<file path="src/sv/pict_div.sv">
// pipelined restoring divider, one quotient bit per stage, shared divisor
// depends on nothing; quotient assumes numerator not above divisor
module pict_div #(
  parameter int DW    = 33,
  parameter int QB    = 17,
  parameter int LANES = 1,
  parameter int PW    = 1
) (
  input  logic                          clk_i,
  input  logic                          rst_ni,
  input  logic                          valid_i,
  input  logic [LANES-1:0][DW-1:0]      num_i,
  input  logic [DW-1:0]                 den_i,
  input  logic [PW-1:0]                 pay_i,
  output logic                          valid_o,
  output logic [LANES-1:0][QB-1:0]      quo_o,
  output logic [PW-1:0]                 pay_o
);

  logic [QB-1:0]                        v_q;
  logic [QB-1:0][LANES-1:0][DW:0]       rem_q, rem_d;
  logic [QB-1:0][LANES-1:0][QB-1:0]     quo_q, quo_d;
  logic [QB-1:0][DW-1:0]                den_q;
  logic [QB-1:0][PW-1:0]                pay_q;

  for (genvar s = 0; s < QB; s++) begin : g_stage
    logic          vin;
    logic [DW-1:0] dprev;
    logic [PW-1:0] pay_in;

    // first stage takes the inputs, the others the previous stage
    if (s == 0) begin : g_src_head
      assign vin    = valid_i;
      assign dprev  = den_i;
      assign pay_in = pay_i;
    end else begin : g_src_body
      assign vin    = v_q[s-1];
      assign dprev  = den_q[s-1];
      assign pay_in = pay_q[s-1];
    end

    for (genvar l = 0; l < LANES; l++) begin : g_lane
      logic [DW:0]   rin;
      logic [DW:0]   dext;
      logic [QB-1:0] qin;
      logic          ge;
      if (s == 0) begin : g_lane_head
        assign rin = {1'b0, num_i[l]};
        assign qin = '0;
      end else begin : g_lane_body
        assign rin = {rem_q[s-1][l][DW-1:0], 1'b0};
        assign qin = quo_q[s-1][l];
      end
      assign dext = {1'b0, dprev};
      always_comb begin
        ge = (rin >= dext);
        rem_d[s][l] = ge ? (rin - dext) : rin;
        quo_d[s][l] = {qin[QB-2:0], ge};
      end
    end

    always_ff @(posedge clk_i or negedge rst_ni) begin
      if (!rst_ni) begin
        v_q[s] <= 1'b0;
      end else begin
        v_q[s] <= vin;
      end
    end

    always_ff @(posedge clk_i) begin
      rem_q[s] <= rem_d[s];
      quo_q[s] <= quo_d[s];
      den_q[s] <= dprev;
      pay_q[s] <= pay_in;
    end
  end

  assign valid_o = v_q[QB-1];
  assign quo_o   = quo_q[QB-1];
  assign pay_o   = pay_q[QB-1];

endmodule

</file>
<file path="config.mk">
export PLATFORM = sky130hd
export DESIGN_NAME = pict_div
export DESIGN_NICKNAME = d
export VERILOG_FILES = /design/src/sv/pict_div.sv
export SDC_FILE = /design/constraint.sdc
export NUM_CORES = 2
export LEC_CHECK = 0
export ABC_AREA = 1
export BUFFER_PORTS_ARGS = -buffer_cell sky130_fd_sc_hd__buf_2
export CAP_MARGIN = 20
export CORE_MARGIN = 2
export CORE_UTILIZATION = 45
export CTS_BUF_LIST = sky130_fd_sc_hd__clkbuf_8
export DETAILED_ROUTE_END_ITERATION = 6
export HOLD_SLACK_MARGIN = 0.03
export PLACE_DENSITY_LB_ADDON = 0.05
export SYNTH_ARGS = -nofsm -noshare
export SYNTH_HDL_FRONTEND = slang
export SYNTH_SLANG_ARGS = --single-unit
</file>
<file path="constraint.sdc">
create_clock -name clk_i -period 2.55 [get_ports clk_i]
set_input_delay 0.3825 -clock clk_i [delete_from_list [all_inputs] [get_ports clk_i]]
set_output_delay 0.3825 -clock clk_i [all_outputs]
set_load 0.01 [all_outputs]
</file>
==> results.py <==
metrics = {
    "drt": {
        "firstDrtPassIters": 6,
        "viasPerCell": 4.787,
        "via_count": 75333,
        "drt_iter0_markers": 5734,
        "routed_wl_mm": 280.7,
        "drtAntennaViolNets": 0,
        "wire_per_inst_um": 17.84,
        "drc": 0,
    },
    "synthesis": {
        "synthTopCellsByArea": "dfxtp_1 (32%), nand2_1 (25%), inv_1 (13%)",
        "netlist.area_leader.share_pct": 31.71,
        "synth-seq-area-share_pct": 32.26,
        "synthFlopType": "dfxtp_1",
        "yosysUniqueCellTypes": 41,
        "synth_seq_cells": 1243,
        "syn_nets": 13134,
        "yosysWarnings": 0,
        "synthCells": 12488,
        "avgSynthCellArea_um2": 6.197,
        "ys_async_sr_fraction_pct": 1.368,
        "synth_area_um2": 77390,
        "synth_top_area_cell": "dfxtp_1",
        "synth_edf_count": 0,
    },
    "global_route": {
        "grt.total_usage_pct": 31.55,
        "grt_max_degree": 35,
        "overflow": 0,
        "antenna_found_initial": 9,
        "grt_pass1_vias": 72152,
        "grt_pass1_wl_mm": 420.4,
    },
    "placed_design": {
        "port-buffer-count": 88,
        "preCtsSetupSlack_ns": -0.2230,
        "dp.cells": 15241,
        "gp_congestion": 1.011,
        "hpwl_mm": 235.6,
    },
    "cts": {
        "cts_sinks": 1243,
        "htreeDepth": 4,
        "cts_max_path_buffers": 3,
        "cts_tree": "built",
        "cts-root-buf": "clkbuf_8",
        "numCtsBuffers": 211,
        "clkTransAtPathRegs_ns": 0.07,
        "worst_skew_pair.late_latency_ns": 1.00,
    },
    "setup_path": {
        "cp.required_ns": 3.38,
        "worstPathArrival_ns": 3.34,
        "path_max_fanout": 12,
        "critPathCaptureType": "register",
        "crit_type": "reg -> reg",
        "crit_path_start_kind": "register",
    },
    "floorplan": {
        "dieHeight_um": 418.7,
        "die_x_um": 418.7,
        "start_util_pct": 45.21,
        "ios": 89,
        "die_area_um2": 175300,
        "rows": 152,
        "core_area_um2": 171200,
    },
    "power_and_ir_drop": {
        "p_sw_share_pct": 48.72,
        "switching_power_mw": 59.17,
        "seqPwrFrac_pct": 25.7,
        "total_power_mw": 121.4,
        "p_int_mw": 62.28,
        "vdd_ir_drop_max_uv": 709.0,
        "combPwrFrac_pct": 57.4,
        "pwr_density_cell_nw_per_um2": 1341,
        "clkPwrFrac_pct": 16.9,
        "p_leak_nw": 53.99,
    },
    "sta": {
        "min_period_ns": 2.509,
        "tns_ns": 0,
        "period_share_pct": 98.38,
        "slew_viol_final": 0,
        "worstMarginPinSlew_ns": 0.8797,
        "layout_setup_ws_ns": 0.04138,
        "fmax_mhz": 398.6,
        "finalHoldViolations": 0,
        "setup_viol": 0,
        "final.setup_skew_ns": 0.05270,
        "slew_headroom_pct": 41.16,
    },
    "final_layout": {
        "final_cells": 15738,
        "drive_gt1_share_pct": 9.249,
        "final_core_util_pct": 52.90,
        "synthToLayoutAreaGrowth_pct": 17.00,
        "nets": 13973,
        "fillers": 17750,
    },
    "worst_hold_path": {
        "worstHoldPathType": "in -> reg",
    },
    "job": {
        "maxCapViolations": 0,
    },
    "run_status": {
        "status": "finished clean",
    },
}
[path summary, 6_finish.rpt]
check	startpoint	endpoint	slack [ns]	cells past startpoint
min in group asynchronous	rst_ni	valid_o	0.59	3
max in group asynchronous	rst_ni	g_stage[3].vin	1.41	3
min reg2reg	g_stage[15].g_lane[0].qin[14]	g_stage[16].g_lane[0].qin[15]	0.31	0
max reg2reg	g_stage[6].dprev[19]	g_stage[7].g_lane[0].rin[29]	0.04	13
max	g_stage[6].dprev[19]	g_stage[7].g_lane[0].rin[29]	0.04	13
min	den_i[24]	g_stage[1].dprev[24]	0.11	2
[critical path: stages (launching register included)]
cell and delay (ns):
dfxtp_2 0.43, inv_1 0.07, ha_1 0.34, nand2_1 0.14, nor2_2 0.20, nand2_1 0.13, nor4_2 0.18, buf_4 0.18
nand2_1 0.08, nand2_4 0.10, inv_2 0.10, buf_12 0.16, nand2_1 0.07, nand2_1 0.16
[kinds of logic after synthesis]
| group | Yosys count | share of synthesized area (%) |
|---|---|---|
| AND/OR/NAND/NOR | 7197 | 38.40 |
| flip-flops | 1243 | 32.26 |
| XOR/XNOR | 230 | 2.603 |
| buffers and inverters | 2852 | 14.58 |
| AO/OA/AOI/OAI | 390 | 2.685 |
| adder cells (fa/ha/maj) | 576 | 9.468 |
[placed cells by master (no fill, tap or decap), types with 11 or more instances in the layout]
master	netlist	routed
buf_12	0	50
ha_1	560	557
inv_1	2704	2750
xor2_1	223	223
nor3_2	7	16
nor2_1	683	666
nor2_2	45	60
diode_2	0	12
nor3_1	119	110
inv_2	25	25
nand2_4	13	12
a21oi_1	326	326
nand3_2	24	24
nand2_2	26	39
dlygate4sd3_1	0	103
clkinv_2	0	29
or2_2	36	36
nand2_1	5157	5144
clkbuf_8	0	256
dfxtp_2	0	35
fa_1	16	16
bufinv_16	0	25
o21ai_0	28	28
dfxtp_1	1226	1190
nand3b_1	98	98
and2_1	116	116
nand4_1	98	98
o21bai_1	21	21
buf_2	43	88
nand3_1	747	747
dfrtp_1	17	17
and3_1	11	11
buf_4	16	498
[Yosys cell counts (7+ instances only)]
library cell     n
a21o_1           7
a21oi_1        326
and2_1         116
and3_1          11
buf_2           43
buf_4           16
buf_6           59
dfrtp_1         17
dfxtp_1       1226
fa_1            16
ha_1           560
inv_1         2704
inv_2           25
nand2_1       5157
nand2_2         26
nand2_4         13
nand3_1        747
nand3_2         24
nand3b_1        98
nand4_1         98
nor2_1         683
nor2_2          45
nor3_1         119
nor3_2           7
nor4_1           9
o21ai_0         28
o21bai_1        21
or2_2           36
xnor2_1          7
xor2_1         223
[metrics by stage]
step / area (µm²) / hold slack [ns]
global route: 90530 / 0.05519
global placement: 84370 / 0.3096
detailed placement: 84370 / 0.3121
CTS: 90260 / 0.03204
floorplan: 77390 / 0.08691
finish: 90550 / 0.1053
[layout make-up]
type	instances	area, µm²	share of cell area (%)
clock inverters	123	1314	1.451
well taps	2233	2794	3.086
repair buffers	745	6279	6.934
clock buffers	256	3523	3.891
diodes	12	30.03	0.03316
inverters	2733	10280	11.35
multi-input cells	8393	41310	45.62
flip-flops and latches	1243	25020	27.63
[flip-flops by register name, indices dropped and copies added, names as in the netlist]
register	flops
g_stage.dprev	528
g_stage.vin	16
quo_o	17
valid_o	1
g_stage.g_lane.rin	528
g_stage.pay_in	16
pay_o	1
g_stage.g_lane.qin	136
[power by group through the flow]
stage / Clock (mW) / Combinational [mW] / Sequential, mW
detailed placement: 0 / 68.1 / 31.6
CTS: 21.0 / 68.7 / 31.3
global route: 21.8 / 78.1 / 31.5
global placement: 0 / 67.8 / 31.8
finish: 20.5 / 69.7 / 31.3
floorplan: 0 / 46.6 / 28.0
[layer usage]
| metal | vias to the layer above | track usage (%) | part of all wire [%] |
|---|---|---|---|
| met1 | 33654 | 38.95 | 42 |
| li1 | 38947 | - | - |
| met5 | - | 0 | 0 |
| met3 | 547 | 4.231 | 5.7 |
| met2 | 2185 | 54.23 | 47 |
| met4 | 0 | 14.70 | 5.1 |
[timing repair]
action	CTS	global route
pin swaps	1	4
hold buffers	103	0
endpoints found under the setup margin	23	255
buffers inserted	0	3
resized for setup	9	86
endpoints found under the hold margin	85	0
(Power assumes the default switching activity.)
